### config.mk
export PLATFORM = sky130hd
export DESIGN_NAME = command_frame_parser_with_timeout
export DESIGN_NICKNAME = d
export VERILOG_FILES = /design/src/hw/rtl/cfpt_pkg.sv /design/src/hw/rtl/cfpt_front.sv /design/src/hw/rtl/cfpt_evq.sv /design/src/hw/rtl/cfpt_back.sv /design/src/hw/rtl/command_frame_parser_with_timeout.sv
export VERILOG_INCLUDE_DIRS = /design/src /design/src/hw/rtl
export SDC_FILE = /design/constraint.sdc
export NUM_CORES = 1
export LEC_CHECK = 0
export BUFFER_PORTS_ARGS = -buffer_cell sky130_fd_sc_hd__buf_2
export CAP_MARGIN = 40
export CELL_PAD_IN_SITES_DETAIL_PLACEMENT = 1
export CELL_PAD_IN_SITES_GLOBAL_PLACEMENT = 1
export CORE_MARGIN = 1
export CORE_UTILIZATION = 31
export DETAILED_ROUTE_END_ITERATION = 10
export PLACE_DENSITY_LB_ADDON = 0.15
export SYNTH_ARGS = -nofsm -noshare
export SYNTH_HDL_FRONTEND = slang
export SYNTH_SLANG_ARGS = --single-unit
export TNS_END_PERCENT = 5
### constraint.sdc
create_clock -name clk -period 5.3 [get_ports clk]
set_clock_uncertainty 0.1 [all_clocks]
set_input_delay 0.53 -clock clk [delete_from_list [all_inputs] [get_ports clk]]
set_output_delay 0.53 -clock clk [all_outputs]
set_load 0.01 [all_outputs]
### src/hw/rtl/command_frame_parser_with_timeout_defines.svh
// Assertion helpers shared by the frame parser RTL.
`ifndef COMMAND_FRAME_PARSER_WITH_TIMEOUT_DEFINES_SVH
`define COMMAND_FRAME_PARSER_WITH_TIMEOUT_DEFINES_SVH

// Same-cycle implication, sampled on clk, off while in reset.
`define CFPT_ASSERT_IMP(lbl, ante, cons) \
	lbl: assert property (@(posedge clk) disable iff (!arst_n) (ante) |-> (cons)) \
		else $error("frame parser assertion failed");

// Next-cycle implication, sampled on clk, off while in reset.
`define CFPT_ASSERT_NEXT(lbl, ante, cons) \
	lbl: assert property (@(posedge clk) disable iff (!arst_n) (ante) |=> (cons)) \
		else $error("frame parser assertion failed");

`endif

### src/hw/rtl/cfpt_pkg.sv
package cfpt_pkg;

	localparam int FRAME_MAX_BYTES = 9;

	localparam logic [7:0] HDR_FIRST = 8'hA5;
	localparam logic [7:0] HDR_VEL   = 8'h5A;
	localparam logic [7:0] HDR_ACT   = 8'h5B;

	localparam logic [3:0] LEN_VEL = 4'(FRAME_MAX_BYTES);
	localparam logic [3:0] LEN_ACT = 4'd3;

	localparam logic [16:0] ELAPSED_MAX = 17'h1FFFF;

	localparam logic [7:0]  ACTION_LIMIT_RST  = 8'd255;
	localparam logic [15:0] TIMEOUT_TICKS_RST = 16'd500;

	// register index, taken from paddr[2]
	localparam logic REG_ACTION_LIMIT  = 1'b0;
	localparam logic REG_TIMEOUT_TICKS = 1'b1;

	localparam int EVQ_DEPTH  = 4;
	localparam int RESQ_DEPTH = 2;

	typedef struct packed {
		logic       kind;
		logic [7:0] byte_value;
	} in_word_t;

	typedef struct packed {
		logic              command_valid;
		logic signed [15:0] vel_x;
		logic signed [15:0] vel_y;
		logic signed [15:0] rotation;
		logic              action_valid;
		logic [7:0]        action_code;
		logic              link_up;
		logic              stop_pulse;
	} out_word_t;

	typedef enum logic [1:0] {
		EV_NONE,
		EV_TICK,
		EV_VEL,
		EV_ACT
	} ev_kind_t;

	typedef struct packed {
		ev_kind_t          kind;
		logic signed [15:0] vel_x;
		logic signed [15:0] vel_y;
		logic signed [15:0] rotation;
		logic [7:0]        action_code;
	} ev_t;

endpackage

### src/hw/rtl/cfpt_front.sv
module cfpt_front import cfpt_pkg::*; (
	input  logic       clk,
	input  logic       arst_n,
	input  logic       accept,
	input  in_word_t   item,
	input  logic [7:0] action_limit,
	output ev_t        ev
);

	typedef enum logic [1:0] {
		PH_WAIT0,
		PH_WAIT1,
		PH_BODY
	} phase_t;

	phase_t     phase_q, phase_d;
	logic       is_vel_q, is_vel_d;
	logic [3:0] pos_q, pos_d;
	logic [7:0] xor_q, xor_d;
	logic [7:0] frame_q [2:7];
	logic [3:0] pos_inc;
	logic [3:0] len;
	logic [7:0] b;

	assign b       = item.byte_value;
	assign pos_inc = pos_q + 4'd1;
	assign len     = is_vel_q ? LEN_VEL : LEN_ACT;

	always_comb begin
		ev.kind        = EV_NONE;
		ev.vel_x       = '0;
		ev.vel_y       = '0;
		ev.rotation    = '0;
		ev.action_code = '0;
		phase_d        = phase_q;
		is_vel_d       = is_vel_q;
		pos_d          = pos_q;
		xor_d          = xor_q;
		if (item.kind) begin
			ev.kind = EV_TICK;
		end else begin
			case (phase_q)
				PH_WAIT0: begin
					if (b == HDR_FIRST) phase_d = PH_WAIT1;
				end
				PH_WAIT1: begin
					if (b == HDR_VEL || b == HDR_ACT) begin
						is_vel_d = (b == HDR_VEL);
						pos_d    = 4'd2;
						xor_d    = '0;
						phase_d  = PH_BODY;
					end else if (b != HDR_FIRST) begin
						phase_d = PH_WAIT0;
						pos_d   = '0;
					end
				end
				PH_BODY: begin
					if (pos_q inside {[4'd2:4'd7]}) xor_d = xor_q ^ b;
					pos_d = pos_inc;
					if (pos_inc >= len) begin
						phase_d = PH_WAIT0;
						pos_d   = '0;
						if (is_vel_q) begin
							// checksum byte is the current one
							if (b == xor_q) begin
								ev.kind     = EV_VEL;
								ev.vel_x    = {frame_q[3], frame_q[2]};
								ev.vel_y    = {frame_q[5], frame_q[4]};
								ev.rotation = {frame_q[7], frame_q[6]};
							end
						end else if (b <= action_limit) begin
							ev.kind        = EV_ACT;
							ev.action_code = b;
						end
					end
				end
				default: begin
					phase_d = PH_WAIT0;
					pos_d   = '0;
				end
			endcase
		end
	end

	always_ff @(posedge clk or negedge arst_n) begin
		if (!arst_n) begin
			phase_q  <= PH_WAIT0;
			is_vel_q <= 1'b0;
			pos_q    <= '0;
			xor_q    <= '0;
		end else if (accept) begin
			phase_q  <= phase_d;
			is_vel_q <= is_vel_d;
			pos_q    <= pos_d;
			xor_q    <= xor_d;
		end
	end

	// frame body bytes, no reset
	always_ff @(posedge clk) begin
		if (accept && !item.kind && phase_q == PH_BODY) begin
			for (int i = 2; i <= 7; i++) begin
				if (pos_q == 4'(i)) frame_q[i] <= b;
			end
		end
	end

endmodule

### src/hw/rtl/cfpt_evq.sv
module cfpt_evq import cfpt_pkg::*; (
	input  logic clk,
	input  logic arst_n,
	input  logic push,
	input  ev_t  wdata,
	output logic full,
	input  logic pop,
	output ev_t  rdata,
	output logic valid
);

	localparam int PW = $clog2(EVQ_DEPTH);
	localparam int CW = $clog2(EVQ_DEPTH + 1);

	ev_t           mem_q [EVQ_DEPTH];
	logic [PW-1:0] wr_ptr_q, rd_ptr_q;
	logic [CW-1:0] count_q;
	logic          do_push, do_pop;

	assign full    = (count_q == CW'(EVQ_DEPTH));
	assign valid   = (count_q != '0);
	assign do_push = push && !full;
	assign do_pop  = pop && valid;
	assign rdata   = mem_q[rd_ptr_q];

	always_ff @(posedge clk) begin
		if (do_push) mem_q[wr_ptr_q] <= wdata;
	end

	always_ff @(posedge clk or negedge arst_n) begin
		if (!arst_n) begin
			wr_ptr_q <= '0;
			rd_ptr_q <= '0;
			count_q  <= '0;
		end else begin
			if (do_push) wr_ptr_q <= wr_ptr_q + PW'(1);
			if (do_pop)  rd_ptr_q <= rd_ptr_q + PW'(1);
			if (do_push && !do_pop)      count_q <= count_q + CW'(1);
			else if (do_pop && !do_push) count_q <= count_q - CW'(1);
		end
	end

endmodule

### src/hw/rtl/cfpt_back.sv
module cfpt_back import cfpt_pkg::*; (
	input  logic        clk,
	input  logic        arst_n,
	input  logic        ev_valid,
	input  ev_t         ev,
	output logic        ev_pop,
	input  logic [15:0] timeout_ticks,
	output out_word_t   result,
	output logic        empty,
	input  logic        pop
);

	localparam int PW = $clog2(RESQ_DEPTH);
	localparam int CW = $clog2(RESQ_DEPTH + 1);

	logic [16:0]   elapsed_q, elapsed_d, elapsed_inc;
	logic          online_q, online_d;
	out_word_t     res_d;
	out_word_t     res_q [RESQ_DEPTH];
	logic [PW-1:0] wr_ptr_q, rd_ptr_q;
	logic [CW-1:0] count_q;
	logic          res_full, do_pop;

	assign res_full = (count_q == CW'(RESQ_DEPTH));
	assign empty    = (count_q == '0);
	assign ev_pop   = ev_valid && !res_full;
	assign do_pop   = pop && !empty;
	assign result   = res_q[rd_ptr_q];

	assign elapsed_inc = (elapsed_q < ELAPSED_MAX) ? elapsed_q + 17'd1 : elapsed_q;

	always_comb begin
		elapsed_d           = elapsed_q;
		online_d            = online_q;
		res_d.command_valid = 1'b0;
		res_d.vel_x         = '0;
		res_d.vel_y         = '0;
		res_d.rotation      = '0;
		res_d.action_valid  = 1'b0;
		res_d.action_code   = '0;
		res_d.stop_pulse    = 1'b0;
		case (ev.kind)
			EV_TICK: begin
				elapsed_d = elapsed_inc;
				if (online_q && elapsed_inc > {1'b0, timeout_ticks}) begin
					online_d         = 1'b0;
					res_d.stop_pulse = 1'b1;
				end
			end
			EV_VEL: begin
				elapsed_d           = '0;
				online_d            = 1'b1;
				res_d.command_valid = 1'b1;
				res_d.vel_x         = ev.vel_x;
				res_d.vel_y         = ev.vel_y;
				res_d.rotation      = ev.rotation;
			end
			EV_ACT: begin
				res_d.action_valid = 1'b1;
				res_d.action_code  = ev.action_code;
			end
			default: ;
		endcase
		res_d.link_up = online_d;
	end

	always_ff @(posedge clk) begin
		if (ev_pop) res_q[wr_ptr_q] <= res_d;
	end

	always_ff @(posedge clk or negedge arst_n) begin
		if (!arst_n) begin
			elapsed_q <= '0;
			online_q  <= 1'b0;
			wr_ptr_q  <= '0;
			rd_ptr_q  <= '0;
			count_q   <= '0;
		end else begin
			if (ev_pop) begin
				elapsed_q <= elapsed_d;
				online_q  <= online_d;
				wr_ptr_q  <= wr_ptr_q + PW'(1);
			end
			if (do_pop) rd_ptr_q <= rd_ptr_q + PW'(1);
			if (ev_pop && !do_pop)      count_q <= count_q + CW'(1);
			else if (do_pop && !ev_pop) count_q <= count_q - CW'(1);
		end
	end

endmodule

### src/hw/rtl/command_frame_parser_with_timeout.sv
// Command frame parser with link timeout.
// Input queue side: cmd_item carries either a received serial byte (kind 0)
// or a millisecond tick (kind 1); a word is taken when push is high and full
// is low. Every input word yields exactly one result word on cmd_result,
// held while empty is low and taken when pop is high.
// Velocity frames (A5 5A, six data bytes, XOR check) give vel_x, vel_y and
// rotation and bring the link up; action frames (A5 5B, code) give the code
// when it is within action_limit. Ticks age the link; past timeout_ticks the
// link drops with a single stop_pulse.
// Path: each taken input word is classified by the parser front, registered
// in the event queue, then built into a result word registered in the output
// queue; one word per cycle is sustained while full stays low, set by the
// one-byte-a-cycle parser front and the single-step link update at the back.
// Reset: parser waits for the first header, link offline, elapsed count
// zero, action_limit 255, timeout_ticks 500, both queues empty.
// Stall: when pop is held low, up to two results wait in the output queue
// and four words in the event queue; then full rises until pop resumes.
// Registers over APB: action_limit at 0x0, timeout_ticks at 0x4.
`include "command_frame_parser_with_timeout_defines.svh"

module command_frame_parser_with_timeout import cfpt_pkg::*; (
	input  logic        clk,
	input  logic        arst_n,
	input  logic        push,
	output logic        full,
	input  in_word_t    cmd_item,
	output logic        empty,
	input  logic        pop,
	output out_word_t   cmd_result,
	input  logic        psel,
	input  logic        penable,
	input  logic        pwrite,
	input  logic [2:0]  paddr,
	input  logic [31:0] pwdata,
	output logic [31:0] prdata,
	output logic        pready
);

	logic [7:0]  action_limit_q;
	logic [15:0] timeout_ticks_q;
	logic        cfg_wr;
	logic        accept;
	ev_t         ev_new, ev_head;
	logic        ev_valid, ev_pop;

	// APB: no wait states; paddr[2] selects the register
	assign pready = 1'b1;
	assign cfg_wr = psel && penable && pwrite && pready;

	always_ff @(posedge clk or negedge arst_n) begin
		if (!arst_n) begin
			action_limit_q  <= ACTION_LIMIT_RST;
			timeout_ticks_q <= TIMEOUT_TICKS_RST;
		end else if (cfg_wr) begin
			if (paddr[2] == REG_ACTION_LIMIT) action_limit_q  <= pwdata[7:0];
			else                              timeout_ticks_q <= pwdata[15:0];
		end
	end

	always_comb begin
		if (paddr[2] == REG_TIMEOUT_TICKS) prdata = {16'd0, timeout_ticks_q};
		else                               prdata = {24'd0, action_limit_q};
	end

	// front: classify each word into an event
	assign accept = push && !full;

	cfpt_front u_front (
		.clk          (clk),
		.arst_n       (arst_n),
		.accept       (accept),
		.item         (cmd_item),
		.action_limit (action_limit_q),
		.ev           (ev_new)
	);

	// decouple parser from link state and output stalls
	cfpt_evq u_evq (
		.clk    (clk),
		.arst_n (arst_n),
		.push   (push),
		.wdata  (ev_new),
		.full   (full),
		.pop    (ev_pop),
		.rdata  (ev_head),
		.valid  (ev_valid)
	);

	// back: advance the link timer, build and hold result words
	cfpt_back u_back (
		.clk           (clk),
		.arst_n        (arst_n),
		.ev_valid      (ev_valid),
		.ev            (ev_head),
		.ev_pop        (ev_pop),
		.timeout_ticks (timeout_ticks_q),
		.result        (cmd_result),
		.empty         (empty),
		.pop           (pop)
	);

	// a stop pulse always reports the link down
	`CFPT_ASSERT_IMP(a_stop_offline, !empty && cmd_result.stop_pulse, !cmd_result.link_up)
	// a checked velocity frame always reports the link up
	`CFPT_ASSERT_IMP(a_cmd_online, !empty && cmd_result.command_valid, cmd_result.link_up)
	// no result word appears without an event behind it
	`CFPT_ASSERT_NEXT(a_no_phantom, empty && !ev_valid, empty)

endmodule
After elaboration in Yosys (flattened, before gate mapping)
Memory sizes are Yosys's and may differ from the RTL's.
Index checks and enable logic that the tools add are counted.
{ "totals": {"wordCells": 175, "register_bits": 68, "n_memories": 3, "mem_bits_rw": 400, "in_bits": 51, "out_inout_bits": 95} }
{ "memory_table": {"columns": ["memory", "depth", "width", "rd", "rd_ports_with_merged_regs", "wr", "line", "text"], "rows": [
  ["u_evq.mem_q", 4, 58, 1, 0, 1, "cfpt_evq.sv:15", "ev_t mem_q [EVQ_DEPTH];"],
  ["u_back.res_q", 2, 60, 1, 0, 1, "cfpt_back.sv:19", "out_word_t res_q [RESQ_DEPTH];"],
  ["u_front.frame_q", 6, 8, 6, 0, 1, "cfpt_front.sv:20", "logic [7:0] frame_q [2:7];"]
]} }
{ "classes": {"n_mux": 73, "eq_ne": 23, "n_reduce_logical": 42, "bitwise": 4, "n_addsub": 10, "magnitude_cmp": 6} }
{ "op_table": {"columns": ["cell", "count"], "rows": [
  ["58-bit 2-to-1 mux", 2],
  ["8-bit 2-to-1 mux", 9],
  ["56-bit 2-to-1 mux", 1],
  ["50-bit 2-to-1 mux", 1],
  ["49-bit 2-to-1 mux", 1],
  ["48-bit 2-to-1 mux", 1],
  ["8-bit OR reduction", 5],
  ["17-bit one-hot mux with 2 select lines", 1],
  ["1-bit 2-to-1 mux", 30],
  ["3-bit 2-to-1 mux", 7],
  ["2-bit 2-to-1 mux", 9],
  ["17-bit by 1-bit adder with 17-bit output, second input constant", 1],
  ["17-bit by 16-bit greater-than comparator with 1-bit output", 1],
  ["17-bit less-than comparator, second input constant", 1],
  ["17-bit 2-to-1 mux", 1],
  ["4-bit by 3-bit equality test with 1-bit output, second input constant", 4],
  ["8-bit by 7-bit equality test with 1-bit output, second input constant", 2],
  ["16-bit 2-to-1 mux", 1],
  ["4-bit 2-to-1 mux", 4],
  ["8-bit one-hot mux with 2 select lines", 1],
  ["1-bit logical AND", 14],
  ["4-bit one-hot mux with 3 select lines", 1],
  ["5-bit AND reduction", 2],
  ["9-bit 2-to-1 mux", 1],
  ["30 further kinds", 57]
]} }

Longest topological paths before layout
{ "logic_depth": {"depth_word": 13, "ltp_mapped": 13} }

Cells and area by module
Synthesis repeated with hierarchy kept, for this count alone.
{ "hier_totals": {"hier_cells": 1180, "hier_area_um2": 20119.3} }
{ "modules_own_cells": {"columns": ["mod", "area_per_inst_um2", "cells_each", "n_inst"], "rows": [
  ["cfpt_evq", 8866.0, 339, 1],
  ["cfpt_back", 6682.7, 481, 1],
  ["cfpt_front", 3294.4, 271, 1],
  ["command_frame_parser_with_timeout", 1276.2, 89, 1]
]} }

Worst setup path after synthesis
Ideal clock, no wire load.
{ "synth_timing": {"path_kind": "register to register", "from": "register u_back.count_q[1]", "to": "memory u_back.res_q[0][0] (netlist name) (enable)", "period_less_slack_ns": 3.707, "n_path_buf": 0, "arrival_ns": 3.128, "path_slack_ns": 1.593, "stages_incl_launch_ff": 4, "setup_ns": 0.478, "path_cell_list": "dfrtp_1 -> inv_1 -> o32ai_2 -> nor2_1"} }
{ "synth_between": {"elab_chain_len": 5} }
{ "synth_rtl": {"columns": ["item", "line", "text"], "rows": [
  ["from (decl)", "cfpt_back.sv:21", "logic [CW-1:0] count_q;"],
  ["from (signal assigned)", "cfpt_back.sv:85", "if (ev_pop && !do_pop) count_q <= count_q + CW'(1);"],
  ["from (signal assigned)", "cfpt_back.sv:86", "else if (do_pop && !ev_pop) count_q <= count_q - CW'(1);"],
  ["2-bit equality test", "cfpt_back.sv:24", "assign res_full = (count_q == CW'(RESQ_DEPTH));"],
  ["1-bit logical NOT", "cfpt_back.sv:26", "assign ev_pop = ev_valid && !res_full;"],
  ["1-bit logical AND", "cfpt_back.sv:26", null],
  ["1-bit 2-to-1 mux", "cfpt_back.sv:68", "if (ev_pop) res_q[wr_ptr_q] <= res_d;"],
  ["1-bit 2-to-1 mux (not written as such)", "cfpt_back.sv:68", null],
  ["to (decl)", "cfpt_back.sv:19", null]
]} }
No other way between the ends.

==> flow_metrics.py <==
metrics = {
    "yosys": {
        "synthDistinctLibCells": 66,
        "synth_top_family_by_area": "multiplexers",
        "number_of_synthesized_flops_with_an_enable_pin": 400,
        "ys_dominant_reg_cell": "sky130_fd_sc_hd__edfxtp_1",
        "yosys.area_share.xor_xnor": 0.0134,
        "synth_compound_gate_area_share": 0.0380,
        "synthAdderAreaFrac": 0.0277,
        "async_flop_share": 0.145,
        "postSynthCellCount": 1164,
        "ys_ff_latch": 468,
        "ys_warn_count": 0,
        "synthSimpleGateAreaFrac": 0.0792,
        "postSynthAreaPerCell_um2": 16.9,
        "syn_std_cell_area_um2": 19700,
        "yosysSeqAreaShare": 0.698,
        "synthMuxAreaShare": 0.118,
    },
    "cells_and_area": {
        "finish.utilization": 0.370,
        "area_of_all_placed_cells_without_fillers_um2": 23000,
        "layout.nets": 1398,
        "post_route_cells_drive_above_1_share": 0.289,
        "areaGrowthSynthToFinish_pct": 17.1,
        "antenna_fix_cells": 0,
    },
    "timing": {
        "final.min_clock_period_ns": 3.63,
        "final_max_slew_viol_count": 0,
        "grt_setup_unrepaired": "false",
        "final.setup.tns_ns": 0,
        "setup-violations-final": 0,
        "worstMarginPinSlew_ns": 0.799,
        "timing.max_slew.rel_slack": 0.465,
        "clock.fmax_mhz": 275,
        "hold_viol": 0,
        "post-route-period-util": 0.685,
    },
    "global_routing": {
        "grt_pass1_wl_um": 68500,
        "grt_start_max_net_pins": 46,
        "grt_remaining_overflow": 0,
        "grt_antenna_before_repair": 4,
        "grtUsageTotal": 0.142,
        "first_global_vias": 11007,
    },
    "routing": {
        "route.detailed.vias_per_inst": 4.63,
        "met1Wirelength_um": 20200,
        "drt_first_pass_iters": 4,
        "drt_first_iter_violations": 413,
        "num_vias": 10055,
        "routed_wire_length_on_met3_um": 1630,
        "wirelength_um": 44500,
        "routed.top_layer": "met5",
        "drtAntennaViolNets": 0,
        "routedWlPerCell_um": 20.5,
        "post-route-drc-count": 0,
        "wl_met2_um": 21800,
    },
    "die": {
        "placementRows": 91,
        "fp.dieArea_um2": 64500,
        "die_w_um": 254,
        "start_util": 0.316,
        "die-height_um": 254,
        "ioPinCount": 146,
        "design.core.area_um2": 62200,
    },
    "clocking": {
        "clock_tree_buffer_depth": 3,
        "cts-htree-levels": 2,
        "postCtsSetupBuffers": 0,
        "clock_sink_count": 468,
        "worstSkewPairLatency_ns": 0.60,
        "cts.root.buffer_cell": "sky130_fd_sc_hd__clkbuf_16",
        "post_cts_resize_count": 0,
        "clock_tree_from_tritoncts": "yes",
        "postCtsHoldBufs": 1,
        "tritoncts.num_buffers": 53,
        "cts.reportedPaths.clkPinSlew_ns": 0.06,
    },
    "run_status": {
        "outcome": "complete, no violations",
    },
    "worst_setup_path": {
        "path_class": "flop to flop",
        "wp_data_required_ns": 5.52,
        "cp-start-kind": "flop",
        "cp-startpoint": "u_back.elapsed_q[3]$_DFFE_PN0P_",
        "cp.arrival_ns": 3.85,
        "worstSetupEndpointType": "flop",
        "crit-reg2reg-launch": "u_back.elapsed_q[3]$_DFFE_PN0P_",
        "timing.critical_path.slowest_cell_delay_ns": 0.47,
        "critical_path_peak_fanout": 8,
        "cell_with_the_most_instances_on_the_worst_path": "sky130_fd_sc_hd__nor2_1",
        "cpMaxStageDelayCell": "sky130_fd_sc_hd__dfrtp_1",
        "timing.critical_path.cells": "and4_4 -> nand4_4 -> o2111a_1 -> and3_1 -> xor2_1 -> ha_1 -> a211oi_1 -> nor2_1 -> o31ai_1 -> nand3_1 -> a21boi_0 -> nor2_1",
        "crit_family": "compound AO/OA/AOI/OAI gates",
        "worst-path-buf-inv": 0,
    },
    "job": {
        "timing.max_cap.violations": 0,
    },
    "place": {
        "gpl.final_weighted_congestion": 0.709,
        "dpl-instance-area_um2": 21400,
        "numPortBuffers": 110,
        "detailed_place_hpwl_um": 27300,
    },
    "pwr": {
        "power.leakage_nw": 8.38,
        "power.density_cell_area_nw_per_um2": 569,
        "ir_drop_v": 0.000300,
    },
    "worst_hold_path": {
        "hp-class": "input pin to flop",
        "hp-start": "pwdata[15]",
    },
}
power breakdown:
part | switching [mW] | internal [mW] | total (mW) | leakage [nW]
clock network | 1.45 | 1.99 | 3.44 | 0.782
logic | 2.24 | 1.75 | 3.99 | 2.94
registers | 0.392 | 5.29 | 5.68 | 4.65
kinds of logic after synthesis:
group | Yosys count
buffers and inverters | 104
AND/OR/NAND/NOR | 262
XOR/XNOR | 30
flip-flops | 468
AO/OA/AOI/OAI | 106
other | 2
multiplexers | 149
adder cells (fa/ha/maj) | 43
cell type report:
type                    instances  area (µm²)
multi-input cells             607        5550
flip-flops and latches        468       13700
inverters                      42         158
clock inverters                21         231
fillers                      6320       39100
clock buffers                  66        1390
well taps                     837        1050
repair buffers                132         921
final timing paths:
check                      slack, ns                              end  cells after the start
hold / removal                  0.06  timeout_ticks_q[15]$_DFFE_PN0P_                      2
max in group asynchronous       3.94    u_evq.rd_ptr_q[0]$_DFFE_PN0P_                      4
min in group asynchronous       0.17  timeout_ticks_q[14]$_DFFE_PN0P_                      2
setup reg to reg                1.67     u_back.res_q[1][0]$_DFFE_PP_                     12
setup / recovery                1.67     u_back.res_q[1][0]$_DFFE_PP_                     12
hold reg to reg                 0.41     u_evq.count_q[2]$_DFFE_PN0P_                      1
Yosys cell counts, types with 2 or more instances:
cell                         n  area share
sky130_fd_sc_hd__a221o_1     2      0.0010
sky130_fd_sc_hd__o31ai_1    12      0.0046
sky130_fd_sc_hd__o21bai_1    2     0.00076
sky130_fd_sc_hd__xor2_1     13      0.0058
sky130_fd_sc_hd__nand2_1    32      0.0061
sky130_fd_sc_hd__a31oi_1     3     0.00095
sky130_fd_sc_hd__dfrtp_1    54       0.069
sky130_fd_sc_hd__a21oi_1    14      0.0036
sky130_fd_sc_hd__a21boi_0    2     0.00076
sky130_fd_sc_hd__a31o_2      2     0.00089
sky130_fd_sc_hd__nand2b_1   16      0.0051
sky130_fd_sc_hd__a21o_1      3      0.0011
sky130_fd_sc_hd__mux2i_1     2      0.0010
sky130_fd_sc_hd__o21ai_1     5      0.0013
sky130_fd_sc_hd__inv_1      42      0.0080
sky130_fd_sc_hd__xnor2_1    17      0.0076
sky130_fd_sc_hd__conb_1      2     0.00038
sky130_fd_sc_hd__edfxtp_1  400        0.61
sky130_fd_sc_hd__a22o_1     13      0.0058
sky130_fd_sc_hd__nand3_1    10      0.0025
sky130_fd_sc_hd__mux2_2     89       0.051
sky130_fd_sc_hd__ha_1       42       0.027
sky130_fd_sc_hd__and3_1      4      0.0013
sky130_fd_sc_hd__nand4_1     6      0.0019
sky130_fd_sc_hd__clkbuf_2    2     0.00051
sky130_fd_sc_hd__nor3b_1     5      0.0019
sky130_fd_sc_hd__buf_4      22      0.0084
sky130_fd_sc_hd__or3_1       2     0.00064
sky130_fd_sc_hd__a211oi_1    2     0.00076
sky130_fd_sc_hd__dfstp_2    14       0.019
sky130_fd_sc_hd__and2_1    128       0.041
sky130_fd_sc_hd__mux4_2     58       0.066
sky130_fd_sc_hd__and3_4      2      0.0011
sky130_fd_sc_hd__nor3_1      7      0.0018
sky130_fd_sc_hd__clkbuf_1   27      0.0052
sky130_fd_sc_hd__nor2b_1     7      0.0022
sky130_fd_sc_hd__o21ai_0    35      0.0089
sky130_fd_sc_hd__buf_2      11      0.0028
sky130_fd_sc_hd__nand3_2     2      0.0010
sky130_fd_sc_hd__nor2_1     25      0.0048
sky130_fd_sc_hd__and4_1      2     0.00089
sky130_fd_sc_hd__and4_4      2      0.0011
routing by layer:
metal,GRT usage,vias up
met5,0,-
met4,0.0425,4
met3,0.0231,67
met2,0.238,150
met1,0.189,5171
li1,-,4663
through the flow:
| stage | instances | hold slack [ns] | power, mW | worst slack, ns |
|---|---|---|---|---|
| finish | 2173 | 0.0622 | 13.1 | 1.67 |
| detailed placement | 2085 | 0.248 | 9.94 | 1.71 |
| global route | 2173 | 0.0283 | 13.9 | 1.34 |
| global placement | 2072 | 0.403 | 9.67 | 1.76 |
| CTS | 2173 | 0.0157 | 13.4 | 1.69 |
| floorplan | 1179 | 0.134 | 8.26 | 1.59 |
layout by cell type (no fill, tap or decap), drive strengths merged, types with 4 or more instances in the layout:
| cell | count |
|---|---|
| mux2 | 89 |
| nor2b | 7 |
| clkbuf | 66 |
| nand3 | 12 |
| dfrtp | 54 |
| nor3b | 6 |
| nand2 | 32 |
| xor2 | 13 |
| nor3 | 8 |
| xnor2 | 17 |
| o31ai | 13 |
| o21ai | 40 |
| conb | 17 |
| and4 | 4 |
| nor2 | 26 |
| nand4 | 7 |
| inv | 43 |
| edfxtp | 400 |
| a21oi | 14 |
| buf | 131 |
| dfstp | 14 |
| ha | 42 |
| clkinv | 17 |
| a22o | 13 |
| and3 | 6 |
| and2 | 128 |
| nand2b | 16 |
| mux4 | 58 |
sequential cells by signal, summed over array words and instances, names as in the netlist, 2 cells and up:
| name | cells |
|---|---|
| timeout_ticks_q | 16 |
| u_back.count_q | 2 |
| u_front.frame_q | 48 |
| u_front.phase_q | 2 |
| u_evq.rd_ptr_q | 2 |
| u_evq.wr_ptr_q | 2 |
| u_back.res_q | 120 |
| u_evq.mem_q | 232 |
| u_evq.count_q | 3 |
| action_limit_q | 8 |
| u_back.elapsed_q | 17 |
| u_front.xor_q | 8 |
| u_front.pos_q | 4 |
worst reg2reg max path, cell delays in order (launching register included):
cell and delay (ns):
sky130_fd_sc_hd__dfrtp_1 0.47, sky130_fd_sc_hd__and4_4 0.32, sky130_fd_sc_hd__nand4_4 0.18, sky130_fd_sc_hd__o2111a_1 0.35, sky130_fd_sc_hd__and3_1 0.24, sky130_fd_sc_hd__xor2_1 0.16
sky130_fd_sc_hd__ha_1 0.18, sky130_fd_sc_hd__a211oi_1 0.26, sky130_fd_sc_hd__nor2_1 0.09, sky130_fd_sc_hd__o31ai_1 0.29, sky130_fd_sc_hd__nand3_1 0.12, sky130_fd_sc_hd__a21boi_0 0.45
sky130_fd_sc_hd__nor2_1 0.14
No activity file was read; power rests on OpenSTA's default activity.
